**config.mk**
```make
export PLATFORM = sky130hd
export DESIGN_NAME = i2c_register_master
export DESIGN_NICKNAME = d
export VERILOG_FILES = /design/src/rtl/i2cm_pkg.sv /design/src/rtl/i2cm_front.sv /design/src/rtl/i2cm_engine.sv /design/src/rtl/i2c_register_master.sv
export VERILOG_INCLUDE_DIRS = /design/src /design/src/rtl
export SDC_FILE = /design/constraint.sdc
export NUM_CORES = 1
export LEC_CHECK = 0
export BUFFER_PORTS_ARGS = -buffer_cell sky130_fd_sc_hd__buf_2
export CAP_MARGIN = 20
export CORE_MARGIN = 2
export CORE_UTILIZATION = 35
export DETAILED_ROUTE_END_ITERATION = 6
export GPL_TIMING_DRIVEN = 0
export PLACE_DENSITY = 0.49
export SLEW_MARGIN = 0
export SYNTH_ARGS = -nofsm -noshare
export SYNTH_HDL_FRONTEND = slang
export SYNTH_SLANG_ARGS = --single-unit
```
**constraint.sdc**
```tcl
create_clock -name clk -period 4.2 [get_ports clk]
set_input_delay 0.21 -clock clk [delete_from_list [all_inputs] [get_ports clk]]
set_output_delay 0.21 -clock clk [all_outputs]
set_load 0.03 [all_outputs]
```
**src/rtl/assert_macros.svh**
```systemverilog
// Assertion macros for the RTL files, included by the bus engine
`ifndef ASSERT_MACROS_SVH
`define ASSERT_MACROS_SVH
// implication checked on every clock, disabled in reset
`define CHK_IMPL(label, clk, rst, ante, cons, msg) \
  label: assert property (@(posedge clk) disable iff (rst) (ante) |-> (cons)) \
    else $error(msg);
// next-cycle implication
`define CHK_NEXT(label, clk, rst, ante, cons, msg) \
  label: assert property (@(posedge clk) disable iff (rst) (ante) |=> (cons)) \
    else $error(msg);
`endif

```
**src/rtl/i2cm_pkg.sv**
```systemverilog
// Shared types and constants of the I2C register master
package i2cm_pkg;
  localparam logic [1:0] MODE_TICK  = 2'd0;
  localparam logic [1:0] MODE_WRITE = 2'd1;
  localparam logic [1:0] MODE_READ  = 2'd2;
  localparam logic [1:0] MODE_BURST = 2'd3;

  localparam logic CFG_PHASE_TICKS = 1'b0;
  localparam logic CFG_ACK_POLLS   = 1'b1;

  localparam logic [15:0] RESET_PHASE_TICKS = 16'd5;
  localparam logic [7:0]  RESET_ACK_POLLS   = 8'd50;

  localparam logic [4:0] PH_IDLE = 5'd0;
  localparam logic [4:0] PH_RS0  = 5'd1;
  localparam logic [4:0] PH_S1   = 5'd2;
  localparam logic [4:0] PH_S2   = 5'd3;
  localparam logic [4:0] PH_S3   = 5'd4;
  localparam logic [4:0] PH_TX0  = 5'd5;
  localparam logic [4:0] PH_TX1  = 5'd6;
  localparam logic [4:0] PH_TX2  = 5'd7;
  localparam logic [4:0] PH_TX3  = 5'd8;
  localparam logic [4:0] PH_AW   = 5'd9;
  localparam logic [4:0] PH_AH1  = 5'd10;
  localparam logic [4:0] PH_AH2  = 5'd11;
  localparam logic [4:0] PH_AL   = 5'd12;
  localparam logic [4:0] PH_RX0  = 5'd13;
  localparam logic [4:0] PH_RX1  = 5'd14;
  localparam logic [4:0] PH_RX2  = 5'd15;
  localparam logic [4:0] PH_RX3  = 5'd16;
  localparam logic [4:0] PH_M0   = 5'd17;
  localparam logic [4:0] PH_M1   = 5'd18;
  localparam logic [4:0] PH_M2   = 5'd19;
  localparam logic [4:0] PH_M3   = 5'd20;
  localparam logic [4:0] PH_P0   = 5'd21;
  localparam logic [4:0] PH_P1   = 5'd22;
  localparam logic [4:0] PH_P2   = 5'd23;
  localparam logic [4:0] PH_E0   = 5'd24;
  localparam logic [4:0] PH_E1   = 5'd25;
  localparam logic [4:0] PH_E2   = 5'd26;

  localparam logic [2:0] ST_ADDRW = 3'd0;
  localparam logic [2:0] ST_REG   = 3'd1;
  localparam logic [2:0] ST_DATA  = 3'd2;
  localparam logic [2:0] ST_ADDRR = 3'd3;
  localparam logic [2:0] ST_READ  = 3'd4;

  // one tick as classified by the front part
  typedef struct packed {
    logic [1:0] mode;
    logic [6:0] dev;
    logic [7:0] reg_addr;
    logic [7:0] data;
    logic [7:0] len;
    logic       sda;
  } tick_t;

  // one result
  typedef struct packed {
    logic       scl;
    logic       sda;
    logic       valid;
    logic [7:0] rbyte;
    logic       last;
    logic       busy;
    logic       done;
    logic       err;
  } res_t;
endpackage

```
**src/rtl/i2cm_front.sv**
```systemverilog
// Input side: clamps the read length and queues ticks for the bus engine
module i2cm_front #(
  parameter int MAX_LEN = 255
) (
  input  logic            clk,
  input  logic            rst,
  input  logic            push,
  output logic            full,
  input  logic [1:0]      mode,
  input  logic [6:0]      device_address,
  input  logic [7:0]      register_address,
  input  logic [7:0]      write_data,
  input  logic [7:0]      read_length,
  input  logic            sda_in,
  output logic            q_valid,
  input  logic            q_take,
  output i2cm_pkg::tick_t q_tick
);
  localparam logic [7:0] MaxLen = 8'(MAX_LEN);

  i2cm_pkg::tick_t in_tick;
  i2cm_pkg::tick_t slot [2];
  logic [1:0] cnt;
  logic       rd_ptr, wr_ptr;
  logic       do_push, do_pop;

  // classify: effective read length
  always_comb begin
    in_tick.mode     = mode;
    in_tick.dev      = device_address;
    in_tick.reg_addr = register_address;
    in_tick.data     = write_data;
    in_tick.sda      = sda_in;
    if (mode == i2cm_pkg::MODE_READ || read_length == 8'd0) in_tick.len = 8'd1;
    else if (read_length > MaxLen) in_tick.len = MaxLen;
    else in_tick.len = read_length;
  end

  assign full    = cnt[1];
  assign q_valid = cnt != 2'd0;
  assign q_tick  = slot[rd_ptr];
  assign do_push = push && !full;
  assign do_pop  = q_take && q_valid;

  // two-entry queue
  always_ff @(posedge clk) begin
    if (do_push) slot[wr_ptr] <= in_tick;
    if (rst) begin
      cnt <= 2'd0;
      rd_ptr <= 1'b0;
      wr_ptr <= 1'b0;
    end else begin
      if (do_push) wr_ptr <= !wr_ptr;
      if (do_pop) rd_ptr <= !rd_ptr;
      cnt <= cnt + {1'b0, do_push} - {1'b0, do_pop};
    end
  end
endmodule

```
**src/rtl/i2cm_engine.sv**
```systemverilog
// Bus engine: steps the I2C phase sequencer one tick per queued item
module i2cm_engine (
  input  logic            clk,
  input  logic            rst,
  input  logic            cfg_we,
  input  logic            cfg_index,
  input  logic [15:0]     cfg_data,
  input  logic            q_valid,
  output logic            q_take,
  input  i2cm_pkg::tick_t q_tick,
  output logic            r_valid,
  input  logic            r_take,
  output i2cm_pkg::res_t  r_res
);
`include "assert_macros.svh"
  logic [15:0] phase_ticks;
  logic [7:0]  ack_polls;
  logic [4:0]  phase, phase_next;
  logic [15:0] tick_count, tick_count_next;
  logic [3:0]  bit_index, bit_index_next;
  logic [7:0]  shift_byte, shift_byte_next;
  logic [7:0]  bytes_left, bytes_left_next;
  logic [7:0]  poll_count, poll_count_next;
  logic [2:0]  stage, stage_next;
  logic [1:0]  h_mode, h_mode_next;
  logic [6:0]  h_dev, h_dev_next;
  logic [7:0]  h_reg, h_reg_next;
  logic [7:0]  h_data, h_data_next;
  logic [7:0]  h_len, h_len_next;
  logic [15:0] pt;
  logic        step;
  i2cm_pkg::res_t res;

  // result register with room when empty or being drained
  assign step   = q_valid && (!r_valid || r_take);
  assign q_take = step;
  assign pt     = (phase_ticks == 16'd0) ? 16'd1 : phase_ticks;

  // configuration writes
  always_ff @(posedge clk) begin
    if (rst) begin
      phase_ticks <= i2cm_pkg::RESET_PHASE_TICKS;
      ack_polls   <= i2cm_pkg::RESET_ACK_POLLS;
    end else if (cfg_we) begin
      if (cfg_index == i2cm_pkg::CFG_PHASE_TICKS) phase_ticks <= cfg_data;
      else ack_polls <= cfg_data[7:0];
    end
  end

  // drive levels and phase sequencing
  always_comb begin
    phase_next = phase; tick_count_next = tick_count; bit_index_next = bit_index;
    shift_byte_next = shift_byte; bytes_left_next = bytes_left;
    poll_count_next = poll_count; stage_next = stage;
    h_mode_next = h_mode; h_dev_next = h_dev; h_reg_next = h_reg;
    h_data_next = h_data; h_len_next = h_len;
    res = '0;
    case (phase)
      i2cm_pkg::PH_IDLE, i2cm_pkg::PH_S1, i2cm_pkg::PH_S2, i2cm_pkg::PH_TX1,
      i2cm_pkg::PH_TX2, i2cm_pkg::PH_AH1, i2cm_pkg::PH_AH2, i2cm_pkg::PH_RX1,
      i2cm_pkg::PH_RX2, i2cm_pkg::PH_M1, i2cm_pkg::PH_M2, i2cm_pkg::PH_P1,
      i2cm_pkg::PH_P2, i2cm_pkg::PH_E1, i2cm_pkg::PH_E2: res.scl = 1'b1;
      default: res.scl = 1'b0;
    endcase
    case (phase)
      i2cm_pkg::PH_S2, i2cm_pkg::PH_S3, i2cm_pkg::PH_P0, i2cm_pkg::PH_P1,
      i2cm_pkg::PH_E0, i2cm_pkg::PH_E1: res.sda = 1'b0;
      i2cm_pkg::PH_TX0, i2cm_pkg::PH_TX1, i2cm_pkg::PH_TX2,
      i2cm_pkg::PH_TX3: res.sda = shift_byte[7];
      i2cm_pkg::PH_M0, i2cm_pkg::PH_M1, i2cm_pkg::PH_M2,
      i2cm_pkg::PH_M3: res.sda = bytes_left <= 8'd1;
      default: res.sda = 1'b1;
    endcase
    if (phase == i2cm_pkg::PH_IDLE || phase > i2cm_pkg::PH_E2) begin
      phase_next = i2cm_pkg::PH_IDLE;
      if (q_tick.mode != i2cm_pkg::MODE_TICK) begin
        h_mode_next = q_tick.mode; h_dev_next = q_tick.dev;
        h_reg_next = q_tick.reg_addr; h_data_next = q_tick.data;
        h_len_next = q_tick.len; bytes_left_next = q_tick.len;
        stage_next = i2cm_pkg::ST_ADDRW; poll_count_next = 8'd0;
        tick_count_next = 16'd0; phase_next = i2cm_pkg::PH_S1;
      end
    end else if (tick_count + 16'd1 < pt) begin
      tick_count_next = tick_count + 16'd1;
    end else begin
      tick_count_next = 16'd0;
      case (phase)
        i2cm_pkg::PH_S3: begin
          shift_byte_next = {h_dev, stage == i2cm_pkg::ST_ADDRR};
          bit_index_next = 4'd0; phase_next = i2cm_pkg::PH_TX0;
        end
        i2cm_pkg::PH_TX3: begin
          shift_byte_next = {shift_byte[6:0], 1'b0};
          bit_index_next = bit_index + 4'd1;
          if (bit_index + 4'd1 >= 4'd8) begin
            poll_count_next = 8'd0; phase_next = i2cm_pkg::PH_AW;
          end else phase_next = i2cm_pkg::PH_TX0;
        end
        i2cm_pkg::PH_AW: begin
          if (!q_tick.sda) phase_next = i2cm_pkg::PH_AH1;
          else if (poll_count >= ack_polls) phase_next = i2cm_pkg::PH_E0;
          else poll_count_next = poll_count + 8'd1;
        end
        i2cm_pkg::PH_AL: begin
          if (stage == i2cm_pkg::ST_ADDRW) begin
            stage_next = i2cm_pkg::ST_REG; shift_byte_next = h_reg;
            bit_index_next = 4'd0; phase_next = i2cm_pkg::PH_TX0;
          end else if (stage == i2cm_pkg::ST_REG) begin
            if (h_mode == i2cm_pkg::MODE_WRITE) begin
              stage_next = i2cm_pkg::ST_DATA; shift_byte_next = h_data;
              bit_index_next = 4'd0; phase_next = i2cm_pkg::PH_TX0;
            end else begin
              stage_next = i2cm_pkg::ST_ADDRR; phase_next = i2cm_pkg::PH_RS0;
            end
          end else if (stage == i2cm_pkg::ST_DATA) begin
            phase_next = i2cm_pkg::PH_P0;
          end else begin
            stage_next = i2cm_pkg::ST_READ;
            if (bytes_left == 8'd0) bytes_left_next = (h_len == 8'd0) ? 8'd1 : h_len;
            shift_byte_next = 8'd0; bit_index_next = 4'd0;
            phase_next = i2cm_pkg::PH_RX0;
          end
        end
        i2cm_pkg::PH_RX1: begin
          shift_byte_next = {shift_byte[6:0], q_tick.sda};
          phase_next = i2cm_pkg::PH_RX2;
        end
        i2cm_pkg::PH_RX3: begin
          bit_index_next = bit_index + 4'd1;
          if (bit_index + 4'd1 >= 4'd8) begin
            res.valid = 1'b1; res.rbyte = shift_byte;
            res.last = bytes_left <= 8'd1; phase_next = i2cm_pkg::PH_M0;
          end else phase_next = i2cm_pkg::PH_RX0;
        end
        i2cm_pkg::PH_M3: begin
          if (bytes_left <= 8'd1) begin
            bytes_left_next = 8'd0; phase_next = i2cm_pkg::PH_P0;
          end else begin
            bytes_left_next = bytes_left - 8'd1; shift_byte_next = 8'd0;
            bit_index_next = 4'd0; phase_next = i2cm_pkg::PH_RX0;
          end
        end
        i2cm_pkg::PH_P2: begin
          res.done = 1'b1; phase_next = i2cm_pkg::PH_IDLE;
        end
        i2cm_pkg::PH_E2: begin
          res.done = 1'b1; res.err = 1'b1; phase_next = i2cm_pkg::PH_IDLE;
        end
        default: phase_next = phase + 5'd1;
      endcase
    end
    res.busy = phase_next != i2cm_pkg::PH_IDLE;
  end

  // sequencer state
  always_ff @(posedge clk) begin
    if (rst) begin
      phase <= i2cm_pkg::PH_IDLE; tick_count <= 16'd0; bit_index <= 4'd0;
      shift_byte <= 8'd0; bytes_left <= 8'd0; poll_count <= 8'd0;
      stage <= i2cm_pkg::ST_ADDRW; h_mode <= 2'd0; h_dev <= 7'd0;
      h_reg <= 8'd0; h_data <= 8'd0; h_len <= 8'd0;
    end else if (step) begin
      phase <= phase_next; tick_count <= tick_count_next;
      bit_index <= bit_index_next; shift_byte <= shift_byte_next;
      bytes_left <= bytes_left_next; poll_count <= poll_count_next;
      stage <= stage_next; h_mode <= h_mode_next; h_dev <= h_dev_next;
      h_reg <= h_reg_next; h_data <= h_data_next; h_len <= h_len_next;
    end
  end

  // result register
  always_ff @(posedge clk) begin
    if (step) r_res <= res;
    if (rst) r_valid <= 1'b0;
    else if (step) r_valid <= 1'b1;
    else if (r_take) r_valid <= 1'b0;
  end

  `CHK_IMPL(a_err_done, clk, rst, r_valid && r_res.err, r_res.done, "error without done")
  `CHK_IMPL(a_last_valid, clk, rst, r_valid && r_res.last, r_res.valid,
            "last without byte")
  `CHK_NEXT(a_hold, clk, rst, r_valid && !r_take, r_valid && $stable(r_res),
            "result lost while stalled")
endmodule

```
**src/rtl/i2c_register_master.sv**
```systemverilog
// Top level of the I2C register master
//   channel | handshake    | payload
//   input   | push / full  | mode, device_address, register_address, write_data,
//           |              | read_length, sda_in
//   result  | empty / pop  | scl_level, sda_level, byte_valid, read_byte, last_byte,
//           |              | busy_res, done_res, ack_error
//   config  | cfg_we       | cfg_index, cfg_data
// One tick is taken per cycle while the result register is empty or popped; input
// passes the queue, then the result register. A phase moves on after phase_ticks ticks.
// rst is synchronous; it clears queue, result register, sequencer; resets config.
// A full result register with pop low stalls the sequencer; the 2-deep queue
// then absorbs up to two ticks before full rises.
module i2c_register_master #(
  parameter int MAX_READ_LENGTH = 255
) (
  input  logic        clk,
  input  logic        rst,
  input  logic        push,
  output logic        full,
  input  logic [1:0]  mode,
  input  logic [6:0]  device_address,
  input  logic [7:0]  register_address,
  input  logic [7:0]  write_data,
  input  logic [7:0]  read_length,
  input  logic        sda_in,
  output logic        empty,
  input  logic        pop,
  output logic        scl_level,
  output logic        sda_level,
  output logic        byte_valid,
  output logic [7:0]  read_byte,
  output logic        last_byte,
  output logic        busy_res,
  output logic        done_res,
  output logic        ack_error,
  input  logic        cfg_we,
  input  logic        cfg_index,
  input  logic [15:0] cfg_data
);
  logic            q_valid, q_take, r_valid;
  i2cm_pkg::tick_t q_tick;
  i2cm_pkg::res_t  r_res;

  i2cm_front #(.MAX_LEN(MAX_READ_LENGTH)) u_front (
    .clk, .rst, .push, .full, .mode, .device_address, .register_address,
    .write_data, .read_length, .sda_in, .q_valid, .q_take, .q_tick
  );

  i2cm_engine u_engine (
    .clk, .rst, .cfg_we, .cfg_index, .cfg_data, .q_valid, .q_take, .q_tick,
    .r_valid, .r_take(pop), .r_res
  );

  assign empty      = !r_valid;
  assign scl_level  = r_res.scl;
  assign sda_level  = r_res.sda;
  assign byte_valid = r_res.valid;
  assign read_byte  = r_res.rbyte;
  assign last_byte  = r_res.last;
  assign busy_res   = r_res.busy;
  assign done_res   = r_res.done;
  assign ack_error  = r_res.err;
endmodule
```
# ---- Word level (Yosys, flattened, before mapping)
# Memories as Yosys holds them, arrays and structs flattened. A register that Yosys moved wholly into a read port is not among the register bits.
# Cells that the tools add are included.
dict set report totals {
  regBits 128
  wordCells 191
  ramBits 68
  in_bits 56
  mem_bits_ro 32
  n_memories 2
}
dict set report op_classes {
  bitwise_logic 5
  n_lt_le_gt_ge 6
  add_sub_neg 7
  muxes 66
  eq_ne 38
  reduce_logical 42
}
# memory depth width rd rd_clocked_by_memory_dff wr line
set memory_table {}
lappend memory_table {u_front.slot 2 34 1 1 1 i2cm_front.sv:22} ;# i2cm_pkg::tick_t slot [2];
lappend memory_table {{(no name shown)} 32 1 1 1 0 i2cm_engine.sv:58} ;# case (phase)
# op count
set ops {}
lappend ops {{2-to-1 mux 8 bit} 22}
lappend ops {{2-to-1 mux 16 bit} 4}
lappend ops {{== test 5 bit, second input constant} 11}
lappend ops {{2-to-1 mux 5 bit} 9}
lappend ops {{one-hot mux 5 bit (8 select lines)} 1}
lappend ops {{one-hot mux 8 bit (5 select lines)} 1}
lappend ops {{one-hot mux 8 bit (2 select lines)} 2}
lappend ops {{logical NOT 8 bit} 3}
lappend ops {{2-to-1 mux 3 bit} 8}
lappend ops {{2-to-1 mux 4 bit} 6}
lappend ops {{AND reduction 7 bit} 3}
lappend ops {{== test 5 x 3 -> 1 bit, second input constant} 4}
lappend ops {{== test 5 x 4 -> 1 bit, second input constant} 4}
lappend ops {{adder 16 x 1 -> 16 bit, second input constant} 1}
lappend ops {{logical NOT 16 bit} 1}
lappend ops {{less-than comparator 16 bit} 1}
lappend ops {{one-hot mux 4 bit (4 select lines)} 1}
lappend ops {{inequality test 3 x 2 -> 1 bit, second input constant} 4}
lappend ops {{OR reduction 4 bit} 3}
lappend ops {{2-to-1 mux 10 bit} 1}
lappend ops {{nonzero test 5 bit} 2}
lappend ops {{2-to-1 mux 1 bit} 9}
lappend ops {{inequality test 3 x 1 -> 1 bit, second input constant} 3}
lappend ops {{adder 8 x 1 -> 8 bit, second input constant} 1}
lappend ops {{38 further kinds} 59}

# ---- Longest topological paths before layout
dict set report logic_depth {
  depth_word 9
  ltp_mapped 16
  depth_no_buf 15
}

# ---- Hierarchy
# Synthesis repeated with hierarchy kept, for this count alone.
dict set report unflattened {
  hier_cells 1014
  hier_area_um2 10002.1
}
# module area_per_inst_um2 instances seq_area_each_um2 cells_per_inst
set modules_own_cells {}
lappend modules_own_cells {i2cm_engine 7106.8 1 2652.5 868}
lappend modules_own_cells {i2cm_front 2891.5 1 2142.1 145}
lappend modules_own_cells {i2c_register_master 3.8 1 0.0 1}

# ---- Least setup slack after synthesis
# OpenSTA, ideal clock, no wires.
dict set report synth_path {
  path_kind {reg2reg}
  from {register u_engine.tick_count[2]}
  to {register u_engine.tick_count[10]}
  setup_ns 0.074
  path_stages_with_launch 15
  path_slack_ns 0.755
  period_less_slack_ns 3.445
  n_path_buf 0
  t_arrival_ns 3.371
  path_cell_list {dfxtp_1 > and4_1 > and3_1 > nand4_1 > or2_2 > nor2_1 > xor2_1 > ha_1 > a21oi_1 > nand2_1 > a221oi_4 > nand2_2 > or3_4 > or3_1 > a31oi_1}
}
dict set report synth_between {
  elab_chain_len 4
}
# element line
set synth_lines {}
lappend synth_lines {{start, declared} i2cm_engine.sv:19} ;# logic [15:0] tick_count, tick_count_next;
lappend synth_lines {{start signal, assigned} i2cm_engine.sv:163} ;# phase <= phase_next; tick_count <= tick_count_next;
lappend synth_lines {{adder 16 x 1 -> 16 bit (*)} {i2cm_engine.sv:83, i2cm_engine.sv:84}}
lappend synth_lines {{less-than comparator 16 bit} i2cm_engine.sv:83} ;# end else if (tick_count + 16'd1 < pt) begin
lappend synth_lines {{2-to-1 mux 16 bit (*)} i2cm_engine.sv:83}
lappend synth_lines {{2-to-1 mux 16 bit (*)} i2cm_engine.sv:74} ;# if (phase == i2cm_pkg::PH_IDLE || phase > i2cm_pkg::PH_E2) begin
# Every way passes the cells marked *; elsewhere a longest branch is shown, timed or not.
# A chain may end at the register's enable or synchronous reset.

==> reports/results.ini <==
[run_status]
outcome=complete, no violations

[global_routing]
grt_remaining_overflow=0
grt_max_degree=35
grt_pass1_wl_um=39420
antenna_found_initial=0
grt_pass1_vias=7308
grt_usage_pct=17.40

[placement]
place_area_um2=10370
hpwl_um=17580
preCtsSetupSlack_ns=0.09264
gp_congestion=0.9160
port_buffers=72
dp.cells=1379

[pwr]
power.internal_uw=3937
power_density_nw_per_um2=555.5
switchingPower_uw=2408
p_sw_share_pct=37.95
p_comb_share_pct=30.7
vdd_ir_drop_max_mv=0.2592
power_frac_seq_pct=40.8
power_frac_clock_pct=28.4
leakagePower_uw=0.004204

[clocking]
numCtsBuffers=17
clock_path_buffers=2
cts_sinks=198
clk_latency_ns=0.45
cts_root_buffer=clkbuf_16
cts_tree=yes
h-tree-depth=4
path_clk_slew_ns=0.08

[synthesis]
yosys.area_share.adder_pct=4.454
ys_ff_latch=198
yosysSeqAreaShare_pct=50.20
yosys_warnings=0
synth_xor_area_share_pct=2.384
synth-edff-count=83
synth.distinct_cells=81
synthSimpleGateAreaFrac_pct=18.45
syn_inst=965
syn-num-nets=1055
avgSynthCellArea_um2=9.897
synth_area_um2=9550
async_flop_share_pct=0
synth_top_family_by_area=simple AND/OR/NAND/NOR gates
synth.area.mux_share_pct=5.568
ys.flop_type=dfxtp_1
synth-compound-area-share_pct=15.34

[finish]
postLayoutCellArea_um2=11420
fill_cells=2685
nets=1186
finalNonFillerCells=1450
layout-drive-gt1-share_pct=14.07
largestRegisters=u_front.slot: 68 flops, u_engine.phase_ticks: 16 flops, u_engine.tick_count: 16 flops
regMostFlops=u_front.slot
diodes=0
area_growth_pct=19.61
largest_register_ffs=68

[setup_path]
worstSetupStartpointType=flop
crit_top_cell=nand4_1
worstSetupEndpointType=flop
crit_buf_inv=0
worstPathRequired_ns=4.37
crit_type=reg -> reg
cp_cell_sequence=and4_2, and3_1, nand4_1, or2_2, nor2_1, xor2_1, ha_1, a21oi_1, nand2_1, a221oi_4, nand2_2, o21ai_0, a2bb2oi_1, nand4_1
crit_arrival_ns=4.10
crit_family=simple AND/OR/NAND/NOR gates
cp_max_fo=8
critPathMaxStageDelay_ns=0.42
cp_slowest_cell=a221oi_4

[drt]
drt_iter0_drc=508
wl_per_cell_um=16.73
postRouteWirelength_um=24260
viasPerCell=5.143
vias=7457
drc=0
postRouteAntennaNets=0
dr.pass1.iters=7

[floorplan]
start_util_pct=35.54
core_area_um2=26880
die_y_um=169.2
rows=60
die-area_um2=28620
die_w_um=169.2
ioPinCount=73

[timing]
setup_violations=0
fmax_mhz=254.5
tns_ns=0
fin_crit_sh_pct=93.55
drv_slew=0
setup_slack_ns=0.2708
holdWs_ns=0.02993
slew_headroom_pct=43.72
hold_viol_final=0
worst_pin_slew_ns=0.8442
rsz0062_at_grt=false
finClkSkew_ns=0.02846
fin_crit_ns=3.929

[run]
max_cap_viol_count=0

[worst_hold_path]
hold_path_class=in -> reg

## timing repair
action,4_1_cts,5_1_grt
hold buffers,35,0
setup buffers,0,4
endpoints found under the setup margin,0,47
resized for setup,0,7
endpoints found under the hold margin,61,0
## path summary, 6_finish.rpt
kind / start / end / slack, ns / cells after the start
setup / recovery: u_engine.tick_count[4] / u_engine.r_res[2] / 0.27 / 14
setup reg to reg: u_engine.tick_count[4] / u_engine.r_res[2] / 0.27 / 14
hold reg to reg: u_engine.ack_polls[3] / u_engine.ack_polls[3] / 0.46 / 2
hold / removal: cfg_data[1] / u_engine.ack_polls[1] / 0.03 / 3
## power groups by stage
stage | Clock (µW) | Combinational (µW) | Sequential (µW)
after CTS | 1850 | 1950 | 2600
after global routing | 1930 | 2160 | 2640
after detailed placement | 0 | 1910 | 2640
after global placement | 0 | 1900 | 2640
after floorplan | 0 | 1260 | 2690
final | 1800 | 1950 | 2590
## per-layer routing
metal	vias to the layer above	share of wire (%)	track usage, %	wire [µm]
met3	26	3.3	2.822	804
met5	-	0	0	0
li1	3770	-	-	-
met4	0	1.6	5.091	400
met2	155	47	28.68	11370
met1	3506	48	23.62	11680
## layout make-up
| cell class | count | area, µm² | share of cell area (%) |
|---|---|---|---|
| Clock inverter | 15 | 226.5 | 1.982 |
| Multi-Input combinational cell | 682 | 4443 | 38.89 |
| Clock buffer | 17 | 425.4 | 3.724 |
| Timing Repair Buffer | 112 | 760.7 | 6.659 |
| Sequential cell | 198 | 4797 | 41.99 |
| Tap cell | 341 | 426.7 | 3.735 |
| Inverter | 36 | 135.1 | 1.183 |
| Buffer | 49 | 209.0 | 1.829 |
## cell families after synthesis
| group | after synthesis |
|---|---|
| AO/OA/AOI/OAI | 212 |
| XOR/XNOR | 26 |
| adder cells (fa/ha/maj) | 34 |
| buffers and inverters | 85 |
| flip-flops | 198 |
| multiplexers | 53 |
| AND/OR/NAND/NOR | 357 |
## synth_stat cells, types with 3 or more instances
cell / n / area, µm²
o22a_1: 3 / 26.28
buf_1: 6 / 22.52
ha_1: 34 / 425.4
a211o_1: 6 / 52.55
buf_2: 11 / 55.05
clkbuf_1: 30 / 112.6
o211ai_1: 3 / 22.52
inv_1: 34 / 127.6
o22ai_1: 6 / 37.54
o21ai_1: 3 / 15.01
o21ai_0: 29 / 145.1
xor2_1: 11 / 96.34
xnor2_1: 15 / 131.4
nor2b_1: 12 / 75.07
a31oi_1: 6 / 37.54
a211oi_1: 43 / 322.8
nand4_1: 10 / 62.56
nand2_1: 93 / 349.1
a22oi_1: 6 / 45.04
nor3_1: 19 / 95.09
a21oi_1: 64 / 320.3
nor2_1: 106 / 397.9
nand3_1: 23 / 115.1
or3_1: 8 / 50.05
a221o_1: 8 / 80.08
o21ai_2: 3 / 26.28
a221oi_1: 3 / 26.28
edfxtp_1: 83 / 2492
o31ai_1: 4 / 30.03
and3_1: 10 / 62.56
and2_1: 21 / 131.4
nand2b_1: 10 / 62.56
dfxtp_1: 115 / 2302
mux2i_1: 52 / 520.5
nor4_1: 10 / 62.56
nand3b_1: 10 / 75.07
## worst register-to-register path, delay by kind of cell (launching register included)
kind,cells,cell delay (ns)
DFF,1,0.39
xor gates and xnor gates,1,0.23
and+or+nand+nor,8,1.69
AOI/OAI and AO/OA,4,1.06
adders and majority gates,1,0.29
## metrics by stage
| step | power, µW | utilization [%] |
|---|---|---|
| 2_1_floorplan | 3950 | - |
| 3_3_place_gp | 4540 | 38.46 |
| 3_5_place_dp | 4554 | 38.57 |
| 4_1_cts | 6396 | 42.30 |
| 5_1_grt | 6729 | 42.50 |
| 6_report | 6345 | 42.50 |
## layout by cell type, fill, tap and decap left out, types with 23 or more instances in the layout
cell / count
nand2_1: 93
o21ai_0: 29
edfxtp_1: 83
clkbuf_1: 30
mux2i_1: 52
a211oi_1: 43
dfxtp_1: 113
dlygate4sd3_1: 35
ha_1: 34
a21oi_1: 64
inv_1: 34
nor2_1: 106
nand3_1: 23
buf_2: 83
Power figures use the tool's default switching activity.
